--- src/hw/rtl/akf_pkg.sv ---
// Shared types, codes, widths and fixed-point helpers of the altitude Kalman filter.
package akf_pkg;

    localparam int DataW   = 32;
    localparam int DtW     = 16;
    localparam int NoiseW  = 31;
    localparam int ActW    = 2;
    localparam int CfgIdxW = 1;
    localparam int MulXW   = 48;
    localparam int MulYW   = 32;
    localparam int ProdW   = MulXW + 1 + MulYW;
    localparam int WideW   = ProdW + 2;
    localparam int DivNumW = 48;
    localparam int DivDenW = 33;
    localparam int FracW   = 16;

    typedef logic signed [DataW-1:0] t_data;
    typedef logic signed [WideW-1:0] t_wide;

    typedef enum logic [1:0] {
        ST_IDLE,
        ST_MUL,
        ST_DIV,
        ST_DONE
    } t_state;

    typedef enum logic [ActW-1:0] {
        ACT_PREDICT = 2'd0,
        ACT_UPDATE  = 2'd1,
        ACT_RESET   = 2'd2,
        ACT_HOLD    = 2'd3
    } t_action;

    localparam logic [CfgIdxW-1:0] CFG_PROCESS_NOISE = 1'b0;
    localparam logic [CfgIdxW-1:0] CFG_MEASURE_NOISE = 1'b1;

    typedef logic [2:0] t_op;

    // predict sequence
    localparam t_op OP_P_DP11 = 3'd0;
    localparam t_op OP_P_COV  = 3'd1;
    localparam t_op OP_P_VEL  = 3'd2;
    localparam t_op OP_P_ACC  = 3'd3;
    localparam t_op OP_P_ALT  = 3'd4;
    // update sequence
    localparam t_op OP_U_K0   = 3'd0;
    localparam t_op OP_U_K1   = 3'd1;
    localparam t_op OP_U_P10  = 3'd2;
    localparam t_op OP_U_P00  = 3'd3;
    localparam t_op OP_U_P11  = 3'd4;
    localparam t_op OP_U_P01  = 3'd5;
    localparam t_op OP_U_ALT  = 3'd6;
    localparam t_op OP_U_VEL  = 3'd7;

    localparam t_data               ONE_Q16      = 32'sh0001_0000;
    localparam logic [NoiseW-1:0]   PNOISE_RESET = 31'd6554;
    localparam logic [NoiseW-1:0]   MNOISE_RESET = 31'd65536;

    // round 32 fraction bits to 16, half up
    function automatic t_wide rnd16(input t_wide x);
        return (x + t_wide'(32768)) >>> FracW;
    endfunction

    function automatic t_data sat32(input t_wide x);
        t_wide hi;
        t_wide lo;
        hi = t_wide'(t_data'(32'h7fff_ffff));
        lo = t_wide'(t_data'(32'h8000_0000));
        if (x > hi) begin
            return t_data'(32'h7fff_ffff);
        end
        if (x < lo) begin
            return t_data'(32'h8000_0000);
        end
        return x[DataW-1:0];
    endfunction

endpackage

--- src/hw/rtl/akf_if.sv ---
// Handshake channels of the altitude Kalman filter: input, result and register write.
interface akf_in_if;
    logic                              valid;
    logic                              ready;
    logic [akf_pkg::ActW-1:0]          action;
    logic signed [akf_pkg::DataW-1:0]  accel_z;
    logic [akf_pkg::DtW-1:0]           time_step;
    logic signed [akf_pkg::DataW-1:0]  altitude_in;

    modport source (output valid, action, accel_z, time_step, altitude_in, input ready);
    modport sink   (input valid, action, accel_z, time_step, altitude_in, output ready);
endinterface

interface akf_out_if;
    logic                              valid;
    logic                              ready;
    logic signed [akf_pkg::DataW-1:0]  altitude_out;
    logic signed [akf_pkg::DataW-1:0]  velocity_out;

    modport source (output valid, altitude_out, velocity_out, input ready);
    modport sink   (input valid, altitude_out, velocity_out, output ready);
endinterface

interface akf_cfg_if;
    logic                              valid;
    logic                              ready;
    logic [akf_pkg::CfgIdxW-1:0]       index;
    logic [akf_pkg::DataW-1:0]         data;

    modport source (output valid, index, data, input ready);
    modport sink   (input valid, index, data, output ready);
endinterface

--- src/hw/rtl/akf_mul.sv ---
// Bit-serial signed multiplier: one multiplier bit per cycle, shift-add with final subtract.
module akf_mul (
    input  logic                                i_clk,
    input  logic                                i_rst_n,
    input  logic                                i_start,
    input  logic signed [akf_pkg::MulXW-1:0]    i_x,
    input  logic signed [akf_pkg::MulYW-1:0]    i_y,
    output logic                                o_done,
    output logic signed [akf_pkg::ProdW-1:0]    o_prod
);

    localparam int CntW = $clog2(akf_pkg::MulYW);

    logic signed [akf_pkg::MulXW:0]   r_x;
    logic signed [akf_pkg::MulXW:0]   r_acc;
    logic [akf_pkg::MulYW-1:0]        r_yq;
    logic [CntW-1:0]                  r_cnt;
    logic                             r_busy;
    logic                             r_done;

    logic                             last;
    logic signed [akf_pkg::MulXW:0]   addend;
    logic signed [akf_pkg::MulXW:0]   sum;

    always_comb begin
        last   = (r_cnt == CntW'(akf_pkg::MulYW - 1));
        addend = '0;
        if (r_yq[0]) begin
            addend = last ? -r_x : r_x;
        end
        sum = r_acc + addend;
    end

    always_ff @(posedge i_clk) begin
        if (!i_rst_n) begin
            r_busy <= 1'b0;
            r_done <= 1'b0;
            r_cnt  <= '0;
        end else begin
            r_done <= 1'b0;
            if (i_start) begin
                r_busy <= 1'b1;
                r_cnt  <= '0;
            end else if (r_busy) begin
                r_cnt <= r_cnt + 1'b1;
                if (last) begin
                    r_busy <= 1'b0;
                    r_done <= 1'b1;
                end
            end
        end
    end

    // shift the partial product right, pulling its low bit into the multiplier register
    always_ff @(posedge i_clk) begin
        if (i_start) begin
            r_x   <= (akf_pkg::MulXW + 1)'(i_x);
            r_acc <= '0;
            r_yq  <= i_y;
        end else if (r_busy) begin
            r_acc <= sum >>> 1;
            r_yq  <= {sum[0], r_yq[akf_pkg::MulYW-1:1]};
        end
    end

    assign o_done = r_done;
    assign o_prod = {r_acc, r_yq};

endmodule

--- src/hw/rtl/akf_div.sv ---
// Radix-2 restoring divider: one quotient bit per cycle, truncating, saturated to Q16.16.
module akf_div (
    input  logic                                i_clk,
    input  logic                                i_rst_n,
    input  logic                                i_start,
    input  logic signed [akf_pkg::DivNumW-1:0]  i_num,
    input  logic signed [akf_pkg::DivDenW-1:0]  i_den,
    output logic                                o_done,
    output logic signed [akf_pkg::DataW-1:0]    o_quo
);

    localparam int CntW = $clog2(akf_pkg::DivNumW);
    localparam logic [akf_pkg::DivNumW-1:0] PosMax = akf_pkg::DivNumW'(32'h7fff_ffff);
    localparam logic [akf_pkg::DivNumW-1:0] NegMax = akf_pkg::DivNumW'(32'h8000_0000);

    logic [akf_pkg::DivNumW-1:0]  r_nq;
    logic [akf_pkg::DivDenW-1:0]  r_rem;
    logic [akf_pkg::DivDenW-1:0]  r_d;
    logic                         r_neg;
    logic                         r_zero;
    logic [CntW-1:0]              r_cnt;
    logic                         r_busy;
    logic                         r_done;

    logic [akf_pkg::DivDenW:0]    trial;
    logic [akf_pkg::DivDenW:0]    diff;
    logic                         ge;

    always_comb begin
        trial = {r_rem, r_nq[akf_pkg::DivNumW-1]};
        diff  = trial - {1'b0, r_d};
        ge    = (trial >= {1'b0, r_d});
    end

    always_ff @(posedge i_clk) begin
        if (!i_rst_n) begin
            r_busy <= 1'b0;
            r_done <= 1'b0;
            r_cnt  <= '0;
        end else begin
            r_done <= 1'b0;
            if (i_start) begin
                r_cnt <= '0;
                if (i_den == '0) begin
                    r_done <= 1'b1;
                end else begin
                    r_busy <= 1'b1;
                end
            end else if (r_busy) begin
                r_cnt <= r_cnt + 1'b1;
                if (r_cnt == CntW'(akf_pkg::DivNumW - 1)) begin
                    r_busy <= 1'b0;
                    r_done <= 1'b1;
                end
            end
        end
    end

    always_ff @(posedge i_clk) begin
        if (i_start) begin
            r_nq   <= i_num[akf_pkg::DivNumW-1] ? akf_pkg::DivNumW'(-i_num)
                                                : akf_pkg::DivNumW'(i_num);
            r_d    <= i_den[akf_pkg::DivDenW-1] ? akf_pkg::DivDenW'(-i_den)
                                                : akf_pkg::DivDenW'(i_den);
            r_rem  <= '0;
            r_neg  <= i_num[akf_pkg::DivNumW-1] ^ i_den[akf_pkg::DivDenW-1];
            r_zero <= (i_den == '0);
        end else if (r_busy) begin
            r_rem <= ge ? diff[akf_pkg::DivDenW-1:0] : trial[akf_pkg::DivDenW-1:0];
            r_nq  <= {r_nq[akf_pkg::DivNumW-2:0], ge};
        end
    end

    always_comb begin
        if (r_zero) begin
            o_quo = '0;
        end else if (!r_neg) begin
            o_quo = (r_nq > PosMax) ? akf_pkg::t_data'(32'h7fff_ffff)
                                    : akf_pkg::t_data'(r_nq[akf_pkg::DataW-1:0]);
        end else begin
            o_quo = (r_nq > NegMax) ? akf_pkg::t_data'(32'h8000_0000)
                                    : akf_pkg::t_data'(-r_nq[akf_pkg::DataW-1:0]);
        end
    end

    assign o_done = r_done;

endmodule

--- src/hw/rtl/altitude_kalman_filter.sv ---
// Top level of the two-state altitude Kalman filter with a serial multiply/divide sequencer.
//
//  port    | dir | role                    | payload
//  --------+-----+-------------------------+-----------------------------------------------
//  i_in    | in  | one request per step    | action, accel_z, time_step, altitude_in
//  o_out   | out | one result per request  | altitude_out, velocity_out
//  i_cfg   | in  | register write          | index (0 process noise, 1 measure noise), data
//
// Sequence: predict runs five serial multiplications; update runs two 48-step divisions
//   and six multiplications (a division by a zero innovation variance skips its steps);
//   reset and the unused action go straight to the result.
// Reset: synchronous, active low; altitude and velocity clear, covariance loads identity,
//   noise registers load their defaults.
// Stalls: a finished result moves into the output register and the sequencer returns to
//   idle; it holds only if a second result is done while the first still waits.
module altitude_kalman_filter (
    input  logic      i_clk,
    input  logic      i_rst_n,
    akf_in_if.sink    i_in,
    akf_out_if.source o_out,
    akf_cfg_if.sink   i_cfg
);

    // ---------------------------------------------------------------- state
    akf_pkg::t_state  r_state;
    akf_pkg::t_state  n_state;
    akf_pkg::t_action r_act;
    akf_pkg::t_op     r_op;
    logic             r_launch;

    akf_pkg::t_data   r_alt;
    akf_pkg::t_data   r_vel;
    akf_pkg::t_data   r_p00;
    akf_pkg::t_data   r_p01;
    akf_pkg::t_data   r_p10;
    akf_pkg::t_data   r_p11;
    logic [akf_pkg::NoiseW-1:0] r_q;
    logic [akf_pkg::NoiseW-1:0] r_r;

    // request payload and scratch values of the running sequence
    akf_pkg::t_data                        r_accel;
    logic [akf_pkg::DtW-1:0]               r_dt;
    logic signed [akf_pkg::DataW+1:0]      r_dp11;
    akf_pkg::t_data                        r_vtmp;
    logic signed [akf_pkg::MulXW-1:0]      r_adt;
    logic signed [akf_pkg::MulXW-1:0]      r_acc2;
    logic signed [akf_pkg::DivDenW-1:0]    r_s;
    logic signed [akf_pkg::DivDenW-1:0]    r_y;
    akf_pkg::t_data                        r_k0;
    akf_pkg::t_data                        r_k1;

    logic             r_o_valid;
    akf_pkg::t_data   r_o_alt;
    akf_pkg::t_data   r_o_vel;

    // ---------------------------------------------------------------- handshakes
    logic in_ready;
    logic in_accept;
    logic cfg_accept;
    logic mul_start;
    logic div_start;
    logic out_load;
    logic mul_last;

    logic                                   mul_done;
    logic signed [akf_pkg::ProdW-1:0]       mul_prod;
    logic signed [akf_pkg::MulXW-1:0]       mul_x;
    logic signed [akf_pkg::MulYW-1:0]       mul_y;
    logic                                   div_done;
    akf_pkg::t_data                         div_quo;
    logic signed [akf_pkg::DivNumW-1:0]     div_num;

    akf_pkg::t_wide w_prod;
    akf_pkg::t_wide w_rnd;
    akf_pkg::t_wide w_alt_pred;

    assign in_accept  = i_in.valid && in_ready;
    assign cfg_accept = i_cfg.valid;   // always ready
    assign mul_last   = (r_act == akf_pkg::ACT_PREDICT) ? (r_op == akf_pkg::OP_P_ALT)
                                                        : (r_op == akf_pkg::OP_U_VEL);

    // ---------------------------------------------------------------- sequencer
    always_comb begin
        n_state = r_state;
        unique case (r_state)
            akf_pkg::ST_IDLE: begin
                if (in_accept) begin
                    priority if (akf_pkg::t_action'(i_in.action) == akf_pkg::ACT_PREDICT) begin
                        n_state = akf_pkg::ST_MUL;
                    end else if (akf_pkg::t_action'(i_in.action) == akf_pkg::ACT_UPDATE) begin
                        n_state = akf_pkg::ST_DIV;
                    end else begin
                        n_state = akf_pkg::ST_DONE;
                    end
                end
            end
            akf_pkg::ST_MUL: begin
                if (mul_done && mul_last) begin
                    n_state = akf_pkg::ST_DONE;
                end
            end
            akf_pkg::ST_DIV: begin
                if (div_done && (r_op == akf_pkg::OP_U_K1)) begin
                    n_state = akf_pkg::ST_MUL;
                end
            end
            akf_pkg::ST_DONE: begin
                if (!r_o_valid || o_out.ready) begin
                    n_state = akf_pkg::ST_IDLE;
                end
            end
            default: n_state = akf_pkg::ST_IDLE;
        endcase
    end

    always_comb begin
        in_ready  = (r_state == akf_pkg::ST_IDLE);
        mul_start = (r_state == akf_pkg::ST_MUL) && r_launch;
        div_start = (r_state == akf_pkg::ST_DIV) && r_launch;
        out_load  = (r_state == akf_pkg::ST_DONE) && (!r_o_valid || o_out.ready);
    end

    always_ff @(posedge i_clk) begin
        if (!i_rst_n) begin
            r_state <= akf_pkg::ST_IDLE;
        end else begin
            r_state <= n_state;
        end
    end

    // ---------------------------------------------------------------- operand select
    always_comb begin
        mul_x = '0;
        mul_y = akf_pkg::MulYW'({16'b0, r_dt});
        if (r_act == akf_pkg::ACT_PREDICT) begin
            unique case (r_op)
                akf_pkg::OP_P_DP11: mul_x = akf_pkg::MulXW'(r_p11);
                akf_pkg::OP_P_COV:  mul_x = akf_pkg::MulXW'(r_p10) + akf_pkg::MulXW'(r_p01)
                                          + akf_pkg::MulXW'(r_dp11);
                akf_pkg::OP_P_VEL:  mul_x = akf_pkg::MulXW'(r_accel);
                akf_pkg::OP_P_ACC:  mul_x = r_adt;
                akf_pkg::OP_P_ALT:  mul_x = akf_pkg::MulXW'(r_vel);
                default:            mul_x = '0;
            endcase
        end else begin
            unique case (r_op)
                akf_pkg::OP_U_P10: begin mul_x = akf_pkg::MulXW'(r_p00); mul_y = r_k1; end
                akf_pkg::OP_U_P00: begin mul_x = akf_pkg::MulXW'(r_p00); mul_y = r_k0; end
                akf_pkg::OP_U_P11: begin mul_x = akf_pkg::MulXW'(r_p01); mul_y = r_k1; end
                akf_pkg::OP_U_P01: begin mul_x = akf_pkg::MulXW'(r_p01); mul_y = r_k0; end
                akf_pkg::OP_U_ALT: begin mul_x = akf_pkg::MulXW'(r_y);   mul_y = r_k0; end
                akf_pkg::OP_U_VEL: begin mul_x = akf_pkg::MulXW'(r_y);   mul_y = r_k1; end
                default:           begin mul_x = '0;                     mul_y = '0;   end
            endcase
        end
        // gain numerators carry 16 extra fraction bits
        div_num = (r_op == akf_pkg::OP_U_K0) ? (akf_pkg::DivNumW'(r_p00) <<< akf_pkg::FracW)
                                             : (akf_pkg::DivNumW'(r_p10) <<< akf_pkg::FracW);
    end

    akf_mul u_mul (
        .i_clk   (i_clk),
        .i_rst_n (i_rst_n),
        .i_start (mul_start),
        .i_x     (mul_x),
        .i_y     (mul_y),
        .o_done  (mul_done),
        .o_prod  (mul_prod)
    );

    akf_div u_div (
        .i_clk   (i_clk),
        .i_rst_n (i_rst_n),
        .i_start (div_start),
        .i_num   (div_num),
        .i_den   (r_s),
        .o_done  (div_done),
        .o_quo   (div_quo)
    );

    always_comb begin
        w_prod     = akf_pkg::t_wide'(mul_prod);
        w_rnd      = akf_pkg::rnd16(w_prod);
        w_alt_pred = akf_pkg::rnd16(w_prod + akf_pkg::t_wide'(r_acc2));
    end

    // ---------------------------------------------------------------- filter state
    always_ff @(posedge i_clk) begin
        if (!i_rst_n) begin
            r_alt    <= '0;
            r_vel    <= '0;
            r_p00    <= akf_pkg::ONE_Q16;
            r_p01    <= '0;
            r_p10    <= '0;
            r_p11    <= akf_pkg::ONE_Q16;
            r_q      <= akf_pkg::PNOISE_RESET;
            r_r      <= akf_pkg::MNOISE_RESET;
            r_launch <= 1'b0;
            r_op     <= '0;
            r_act    <= akf_pkg::ACT_HOLD;
        end else begin
            if (cfg_accept) begin
                unique case (i_cfg.index)
                    akf_pkg::CFG_PROCESS_NOISE: r_q <= i_cfg.data[akf_pkg::NoiseW-1:0];
                    akf_pkg::CFG_MEASURE_NOISE: r_r <= i_cfg.data[akf_pkg::NoiseW-1:0];
                    default: ;
                endcase
            end

            if (in_accept) begin
                r_act   <= akf_pkg::t_action'(i_in.action);
                r_accel <= i_in.accel_z;
                r_dt    <= i_in.time_step;
                r_op    <= '0;
                r_s     <= akf_pkg::DivDenW'(r_p00) + akf_pkg::DivDenW'({1'b0, r_r});
                r_y     <= akf_pkg::DivDenW'(i_in.altitude_in) - akf_pkg::DivDenW'(r_alt);
                unique case (akf_pkg::t_action'(i_in.action))
                    akf_pkg::ACT_PREDICT,
                    akf_pkg::ACT_UPDATE: r_launch <= 1'b1;
                    akf_pkg::ACT_RESET: begin
                        r_alt <= i_in.altitude_in;
                        r_vel <= '0;
                        r_p00 <= akf_pkg::ONE_Q16;
                        r_p01 <= '0;
                        r_p10 <= '0;
                        r_p11 <= akf_pkg::ONE_Q16;
                    end
                    default: ;
                endcase
            end else if (mul_start || div_start) begin
                r_launch <= 1'b0;
            end

            if (div_done) begin
                if (r_op == akf_pkg::OP_U_K0) begin
                    r_k0 <= div_quo;
                end else begin
                    r_k1 <= div_quo;
                end
                r_op     <= r_op + 1'b1;
                r_launch <= 1'b1;
            end

            // retire one multiplication and advance the sequence
            if (mul_done) begin
                r_op     <= r_op + 1'b1;
                r_launch <= !mul_last;
                if (r_act == akf_pkg::ACT_PREDICT) begin
                    unique case (r_op)
                        akf_pkg::OP_P_DP11: r_dp11 <= w_rnd[akf_pkg::DataW+1:0];
                        akf_pkg::OP_P_COV: begin
                            r_p00 <= akf_pkg::sat32(akf_pkg::t_wide'(r_p00) + w_rnd
                                                    + akf_pkg::t_wide'({1'b0, r_q}));
                            r_p01 <= akf_pkg::sat32(akf_pkg::t_wide'(r_p01)
                                                    + akf_pkg::t_wide'(r_dp11));
                            r_p10 <= akf_pkg::sat32(akf_pkg::t_wide'(r_p10)
                                                    + akf_pkg::t_wide'(r_dp11));
                            r_p11 <= akf_pkg::sat32(akf_pkg::t_wide'(r_p11)
                                                    + akf_pkg::t_wide'({1'b0, r_q}));
                        end
                        akf_pkg::OP_P_VEL: begin
                            r_adt  <= mul_prod[akf_pkg::MulXW-1:0];
                            r_vtmp <= akf_pkg::sat32(akf_pkg::t_wide'(r_vel) + w_rnd);
                        end
                        akf_pkg::OP_P_ACC: begin
                            // floor of a*dt*dt over 2^17
                            r_acc2 <= mul_prod[akf_pkg::MulXW+16:17];
                        end
                        akf_pkg::OP_P_ALT: begin
                            r_alt <= akf_pkg::sat32(akf_pkg::t_wide'(r_alt) + w_alt_pred);
                            r_vel <= r_vtmp;
                        end
                        default: ;
                    endcase
                end else begin
                    unique case (r_op)
                        akf_pkg::OP_U_P10:
                            r_p10 <= akf_pkg::sat32(akf_pkg::t_wide'(r_p10) - w_rnd);
                        akf_pkg::OP_U_P00:
                            r_p00 <= akf_pkg::sat32(akf_pkg::t_wide'(r_p00) - w_rnd);
                        akf_pkg::OP_U_P11:
                            r_p11 <= akf_pkg::sat32(akf_pkg::t_wide'(r_p11) - w_rnd);
                        akf_pkg::OP_U_P01:
                            r_p01 <= akf_pkg::sat32(akf_pkg::t_wide'(r_p01) - w_rnd);
                        akf_pkg::OP_U_ALT:
                            r_alt <= akf_pkg::sat32(akf_pkg::t_wide'(r_alt) + w_rnd);
                        akf_pkg::OP_U_VEL:
                            r_vel <= akf_pkg::sat32(akf_pkg::t_wide'(r_vel) + w_rnd);
                        default: ;
                    endcase
                end
            end
        end
    end

    // ---------------------------------------------------------------- result register
    always_ff @(posedge i_clk) begin
        if (!i_rst_n) begin
            r_o_valid <= 1'b0;
        end else if (out_load) begin
            r_o_valid <= 1'b1;
        end else if (o_out.ready) begin
            r_o_valid <= 1'b0;
        end
    end

    always_ff @(posedge i_clk) begin
        if (out_load) begin
            r_o_alt <= r_alt;
            r_o_vel <= r_vel;
        end
    end

    assign i_in.ready         = in_ready;
    assign i_cfg.ready        = 1'b1;
    assign o_out.valid        = r_o_valid;
    assign o_out.altitude_out = r_o_alt;
    assign o_out.velocity_out = r_o_vel;

    // ---------------------------------------------------------------- checks
    a_one_unit: assert property (@(posedge i_clk) disable iff (!i_rst_n)
        !(mul_start && div_start))
        else $error("multiplier and divider launched together");

    a_mul_state: assert property (@(posedge i_clk) disable iff (!i_rst_n)
        mul_done |-> (r_state == akf_pkg::ST_MUL))
        else $error("product returned outside the multiply phase");

    a_div_state: assert property (@(posedge i_clk) disable iff (!i_rst_n)
        div_done |-> (r_state == akf_pkg::ST_DIV))
        else $error("quotient returned outside the divide phase");

    a_leave_idle: assert property (@(posedge i_clk) disable iff (!i_rst_n)
        in_accept |=> (r_state != akf_pkg::ST_IDLE))
        else $error("accepted request left the sequencer idle");

    a_result_src: assert property (@(posedge i_clk) disable iff (!i_rst_n)
        $rose(r_o_valid) |-> $past(r_state == akf_pkg::ST_DONE))
        else $error("result raised without a finished request");

endmodule

--- src/flat_wrapper.sv ---
// flat-port wrapper written by rule: the top's interface ports become plain ports
module altitude_kalman_filter_flat 
  (i_clk, i_rst_n, i_in_valid, i_in_action, i_in_accel_z, i_in_time_step, i_in_altitude_in, i_in_ready, o_out_valid, o_out_altitude_out, o_out_velocity_out, o_out_ready, i_cfg_valid, i_cfg_index, i_cfg_data, i_cfg_ready);
  akf_in_if i_in_i ();
  akf_out_if o_out_i ();
  akf_cfg_if i_cfg_i ();
  input  logic i_clk;
  input  logic i_rst_n;
  input wire logic [$bits(i_in_i.valid)-1:0] i_in_valid;
  input wire logic [$bits(i_in_i.action)-1:0] i_in_action;
  input wire logic [$bits(i_in_i.accel_z)-1:0] i_in_accel_z;
  input wire logic [$bits(i_in_i.time_step)-1:0] i_in_time_step;
  input wire logic [$bits(i_in_i.altitude_in)-1:0] i_in_altitude_in;
  output wire logic [$bits(i_in_i.ready)-1:0] i_in_ready;
  output wire logic [$bits(o_out_i.valid)-1:0] o_out_valid;
  output wire logic [$bits(o_out_i.altitude_out)-1:0] o_out_altitude_out;
  output wire logic [$bits(o_out_i.velocity_out)-1:0] o_out_velocity_out;
  input wire logic [$bits(o_out_i.ready)-1:0] o_out_ready;
  input wire logic [$bits(i_cfg_i.valid)-1:0] i_cfg_valid;
  input wire logic [$bits(i_cfg_i.index)-1:0] i_cfg_index;
  input wire logic [$bits(i_cfg_i.data)-1:0] i_cfg_data;
  output wire logic [$bits(i_cfg_i.ready)-1:0] i_cfg_ready;
  assign i_in_i.valid = i_in_valid;
  assign i_in_i.action = i_in_action;
  assign i_in_i.accel_z = i_in_accel_z;
  assign i_in_i.time_step = i_in_time_step;
  assign i_in_i.altitude_in = i_in_altitude_in;
  assign i_in_ready = i_in_i.ready;
  assign o_out_valid = o_out_i.valid;
  assign o_out_altitude_out = o_out_i.altitude_out;
  assign o_out_velocity_out = o_out_i.velocity_out;
  assign o_out_i.ready = o_out_ready;
  assign i_cfg_i.valid = i_cfg_valid;
  assign i_cfg_i.index = i_cfg_index;
  assign i_cfg_i.data = i_cfg_data;
  assign i_cfg_ready = i_cfg_i.ready;
  altitude_kalman_filter u_core (.i_clk(i_clk), .i_rst_n(i_rst_n), .i_in(i_in_i), .o_out(o_out_i), .i_cfg(i_cfg_i));
endmodule
--- config.mk ---
export PLATFORM = sky130hd
export DESIGN_NAME = altitude_kalman_filter_flat
export DESIGN_NICKNAME = d
export VERILOG_FILES = /design/src/hw/rtl/akf_pkg.sv /design/src/hw/rtl/akf_if.sv /design/src/hw/rtl/akf_mul.sv /design/src/hw/rtl/akf_div.sv /design/src/hw/rtl/altitude_kalman_filter.sv /design/src/flat_wrapper.sv
export SDC_FILE = /design/constraint.sdc
export NUM_CORES = 2
export LEC_CHECK = 0
export BUFFER_PORTS_ARGS = -buffer_cell sky130_fd_sc_hd__buf_2
export CAP_MARGIN = 20
export CELL_PAD_IN_SITES_DETAIL_PLACEMENT = 2
export CELL_PAD_IN_SITES_GLOBAL_PLACEMENT = 2
export CORE_AREA = 3 3 465 467
export CTS_BUF_LIST = sky130_fd_sc_hd__clkbuf_4
export CTS_CLUSTER_DIAMETER = 150
export DETAILED_ROUTE_END_ITERATION = 12
export DIE_AREA = 0 0 468 470
export MAX_ROUTING_LAYER = met4
export PLACE_DENSITY_LB_ADDON = 0.1
export SLEW_MARGIN = 20
export SYNTH_ARGS = -nofsm -noshare
export SYNTH_HDL_FRONTEND = slang
export SYNTH_SLANG_ARGS = --single-unit
export TNS_END_PERCENT = 10
--- constraint.sdc ---
create_clock -name i_clk -period 13.71 [get_ports i_clk]
set_clock_uncertainty 0.05 [all_clocks]
set_input_delay 0.6855 -clock i_clk [delete_from_list [all_inputs] [get_ports i_clk]]
set_output_delay 0.6855 -clock i_clk [all_outputs]
set_load 0.01 [all_outputs]
==> results of run 1 <==
## layer usage
| metal | GRT usage [%] | GRT overflow |
|---|---|---|
| met4 | 72.3 | 265 |
| met2 | 92.4 | 487 |
| met1 | 79.9 | 69 |
| met3 | 66.6 | 82 |
| met5 | - | - |
## what timing repair did
action | 4_1_cts
hold endpoints to repair | 158
hold buffers | 178
setup buffers | 0
## through the flow
step                      area, um^2  std cells  setup slack [ns]
after CTS                     103000      14800              2.21
after detailed placement       97700      14100              2.74
after global placement         97700      14100              3.21
after floorplan                93200      11400              5.59
## cell families after synthesis
family	count (synthesis)	synth area share (%)
other	1	0.00402
AO/OA/AOI/OAI	3812	26.5
flip-flops	926	26.0
AND/OR/NAND/NOR	3573	18.7
adder cells (fa/ha/maj)	1057	14.6
buffers and inverters	948	3.89
XOR/XNOR	913	8.58
multiplexers	162	1.78
## synthesized netlist by cell type, drive strengths merged (72+ instances only)
cell and count:
inv 465, nand3 274, o21a 116, o21ai 688, a221oi 72, nor3 252, o31ai 113, nand4 125
clkbuf 405, dfxtp 359, or3 113, and3 141, buf 73, o21bai 120, a31oi 97, nor2 850
and2 166, ha 1005, a21o 469, a21oi 1275, nand2b 148, xnor2 614, mux2i 133, a211oi 92
nor4 104, xor2 299, edfxtp 567, nand2 1005, nor2b 149
==> out/metrics.yaml, run 1 <==
place:
  gp_congestion: 1.03
  numPortBuffers: 184
  dp.final_hpwl_mm: 361
logic_synthesis:
  ys_warn_count: 0
  async_flop_share_pct: 0
  synth_top_cell_area_share_pct: 18.3
  yosysSeqAreaShare_pct: 26.0
  ys_ff_latch: 926
  ys_types: 105
  netlist_top_cells_area: "edfxtp_1 18%, ha_1 13%, dfxtp_1 7.7%"
  syn-num-nets: 12600
  synth-edff-count: 567
  syn_area_per_cell_um2: 8.18
  synth_top_cell_by_area: "edfxtp_1"
  synth_flop_cell: "edfxtp_1"
  syn_area_mm2: 0.0932
  syn_inst: 11400
grt:
  grt_max_degree: 172
  grtUsageTotal_pct: 79.6
  grt_overflow_total: 903
  antenna_found_initial: 147
floorplanning:
  rows: 169
  io_pins: 187
  die_h_um: 470
  start_util_pct: 43.9
  fp.dieW_um: 468
clock_tree:
  cts.sinks: 926
  cts-buffers-inserted: 299
  cts_resized: 0
  root_buffer: "clkbuf_4"
  cts_max_level: 5
  cts_max_path_buffers: 4
outcome:
  tool.error: "[ERROR GRT-0232] Routing congestion too high. Check the congestion heatmap in the GUI."
  status: "did not finish"
  stop_stage: "global routing"
==> run 2, diff against run 1 <==
--- a/config.mk
+++ b/config.mk
@@ -7,15 +7,10 @@
 export LEC_CHECK = 0
 export BUFFER_PORTS_ARGS = -buffer_cell sky130_fd_sc_hd__buf_2
 export CAP_MARGIN = 20
-export CELL_PAD_IN_SITES_DETAIL_PLACEMENT = 2
-export CELL_PAD_IN_SITES_GLOBAL_PLACEMENT = 2
-export CORE_AREA = 3 3 465 467
-export CTS_BUF_LIST = sky130_fd_sc_hd__clkbuf_4
-export CTS_CLUSTER_DIAMETER = 150
+export CORE_AREA = 3 3 506 508
 export DETAILED_ROUTE_END_ITERATION = 12
-export DIE_AREA = 0 0 468 470
-export MAX_ROUTING_LAYER = met4
-export PLACE_DENSITY_LB_ADDON = 0.1
+export DIE_AREA = 0 0 509 511
+export PLACE_DENSITY_LB_ADDON = 0.15
 export SLEW_MARGIN = 20
 export SYNTH_ARGS = -nofsm -noshare
 export SYNTH_HDL_FRONTEND = slang
==> run 2 against run 1 <==
  * The run now ends clean
  * Synthesized cell count unchanged
  * Area after synthesis unchanged
==> out/metrics.yaml, run 2 <==
outcome:
  status: "completed"
logic_synthesis:
  syn_area_per_cell_um2: 8.18  # unchanged
  synthTopCellsByCount: "1269 x a21oi_1, 1005 x ha_1, 1005 x nand2_1"
  netlist_top_cells_area: "edfxtp_1 18%, ha_1 13%, dfxtp_1 7.7%"
  yosysMostFrequentCell: "a21oi_1"
  syn-num-nets: 12600  # unchanged
  synth-compound-area-share_pct: 26.5  # unchanged
  synth.area.mux_share_pct: 1.78  # unchanged
  async_flop_share_pct: 0  # unchanged
  synth_top_family_by_area: "compound AO/OA/AOI/OAI gates"
  synthAdderAreaFrac_pct: 14.6  # unchanged
  synth_flop_cell: "edfxtp_1"
  ys_warn_count: 0  # unchanged
  ys_types: 105  # unchanged
  synth-edff-count: 567  # unchanged
  synth_xor_area_share_pct: 8.58  # unchanged
  ys_ff_latch: 926  # unchanged
  syn_area_mm2: 0.0932  # unchanged
  synth_top_cell_by_area: "edfxtp_1"
  synth_simple_gate_area_share_pct: 18.7  # unchanged
  syn_inst: 11400  # unchanged
  yosysSeqAreaShare_pct: 26.0  # unchanged
  synth_top_cell_area_share_pct: 18.3  # unchanged
clock_tree:
  cts_max_level: 3  # -2
  cts_max_path_buffers: 3  # -1
  root_buffer: "clkbuf_16"
  cts_hold_buf: 52  # -71%
  cts_resized: 0  # unchanged
  cts.sinks: 926  # unchanged
  clk_pin_slew_ns: 0.06
  cts-buffers-inserted: 114  # -62%
  post_cts_buffers: 0  # unchanged
  clock_latency_ns: 0.83
  cts_tree: "built"
place:
  gp_congestion: 1.01  # -2.2%
  dp_cells: 14700  # +3.8%
  numPortBuffers: 184  # unchanged
  placed_area_mm2: 0.0984  # +0.75%
  dp.final_hpwl_mm: 312  # -14%
worst_setup_path:
  cp_slowest_stage_delay_ns: 1.00
  r2r-start: "u_core.u_mul.r_yq[15]"
  path_buf_inv: 0
  cp-start-kind: "register"
  startpoint: "u_core.u_mul.r_yq[15]"
  cp.required_ns: 14.25
  worst_path_most_repeated_cell: "and3_1"
  slowest_stage: "xor2_1"
  cp_max_fo: 17
  endpoint_kind: "register"
  crit_family: "simple AND/OR/NAND/NOR gates"
  criticalPathCategory: "reg2reg"
  arrival_ns: 11.79
floorplanning:
  die-area_mm2: 0.260
  core-area_mm2: 0.252
  start_util_pct: 37.0  # -6.9 points
  die_h_um: 511  # +8.7%
  fp.dieW_um: 509  # +8.8%
  rows: 184  # +8.9%
  io_pins: 187  # unchanged
grt:
  grt_max_degree: 74
  grt_pass1_vias: 86700
  grt_overflow_total: 0
  grt_pass1_wl_mm: 566
  grtUsageTotal_pct: 28.7
  antenna_found_initial: 26
timing:
  fin_crit_ns: 11.25
  worst_pin_slew_ns: 1.24
  maxSlewHeadroom_pct: 14.9
  setup_violations: 0
  fin_tns_setup_ns: 0
  min_period_over_period_pct: 82.1
  hold_viol: 0
  max_clock_freq_ghz: 0.0889
  drv_slew: 0
  rsz0062_at_grt: "false"
detailed_routing:
  drt_iter0_drc: 9307
  wire_per_inst_um: 26.1
  wirelength_mm: 390
  vias_per_cell: 6.07
  drtAntennaViolNets: 0
  vias: 90800
  drtPass1Iterations: 9
  drc: 0
run:
  cap_violations: 0
final_layout:
  mostFrequentLayoutCell: "a21oi_1"
  fin_cells: 15000
  drive_above_1_share_pct: 7.02
  design_area_mm2: 0.103
  final_cell_mix: "1266 x a21oi_1, 1003 x ha_1, 999 x nand2_1"
  syn_to_final_growth_pct: 10.5
  fin_util_pct: 40.9
  fin_nets: 12700
power:
  p_per_area_mw_per_mm2: 137
  ir_drop_v: 0.000121
  p_leak_nw: 44.4
  total_power_mw: 14.1
hold_path:
  holdCritStartpoint: "i_in_accel_z[30]"
  holdCritPathClass: "in2reg"
==> run 2: cell counts after synthesis <==
No cell type changed its count.
==> run 2: logic make-up after synthesis <==
family,Yosys count
compound gates,3812
xor+xnor,913
mux,162
simple gates,3573
buf+inv,948
fa+ha+maj,1057
other cells,1
flops,926
==> run 2: power by group <==
| part | total, mW | leakage, nW | switching (mW) | internal (mW) |
|---|---|---|---|---|
| clock network | 3.23 | 1.88 | 1.41 | 1.82 |
| registers | 3.59 | 8.10 | 0.324 | 3.27 |
| logic | 7.25 | 34.4 | 4.67 | 2.58 |
| total | 14.1 | 44.4 | 6.40 | 7.66 |
==> run 2: final timing paths <==
path / endpoint / slack, ns / cells past startpoint
max: u_core.r_p00[29] / 2.46 / 29
min: u_core.r_accel[30] / 0.06 / 1
max reg2reg: u_core.r_p00[29] / 2.46 / 29
min reg2reg: u_core.r_r[14] / 0.41 / 2
==> run 2: area by class of cell <==
cell class / count / area [um^2]
antenna: 13 / 32.5
clock buffer: 140 / 3060
clock inverter: 78 / 903
fill: 25400 / 149000
inverter: 470 / 1770
multi-input combinational: 9518 / 65600
sequential: 926 / 24200
tap: 3348 / 4190
timing repair buffer: 464 / 3150
==> run 2: layer usage <==
metal	wire length, um	GRT usage [%]	vias up	share of wire [%]
li1	-	-	42700	-
met1	172000	39.2	43900	44
met2	170000	44.8	3587	44
met3	29800	4.53	663	7.6
met4	18600	12.1	2	4.8
met5	13	0	-	0.0033
==> run 2: per-stage QoR <==
stage,setup slack [ns],hold slack (ns)
global placement,2.99,0.393
finish,2.46,0.0603
detailed placement,2.79,0.398
CTS,2.64,0.00213
floorplan,5.59,0.376
global route,2.00,0.0277
==> run 2: worst register-to-register path: cells and delay by family, from the launching register on <==
family / cells / cell delay [ns]
DFF: 1 / 0.46
adders and majority gates: 2 / 0.89
and+or+nand+nor: 22 / 7.28
xor gates and xnor gates: 1 / 1.00
AOI/OAI and AO/OA: 4 / 1.31
No activity file was read; power rests on OpenSTA's default activity.
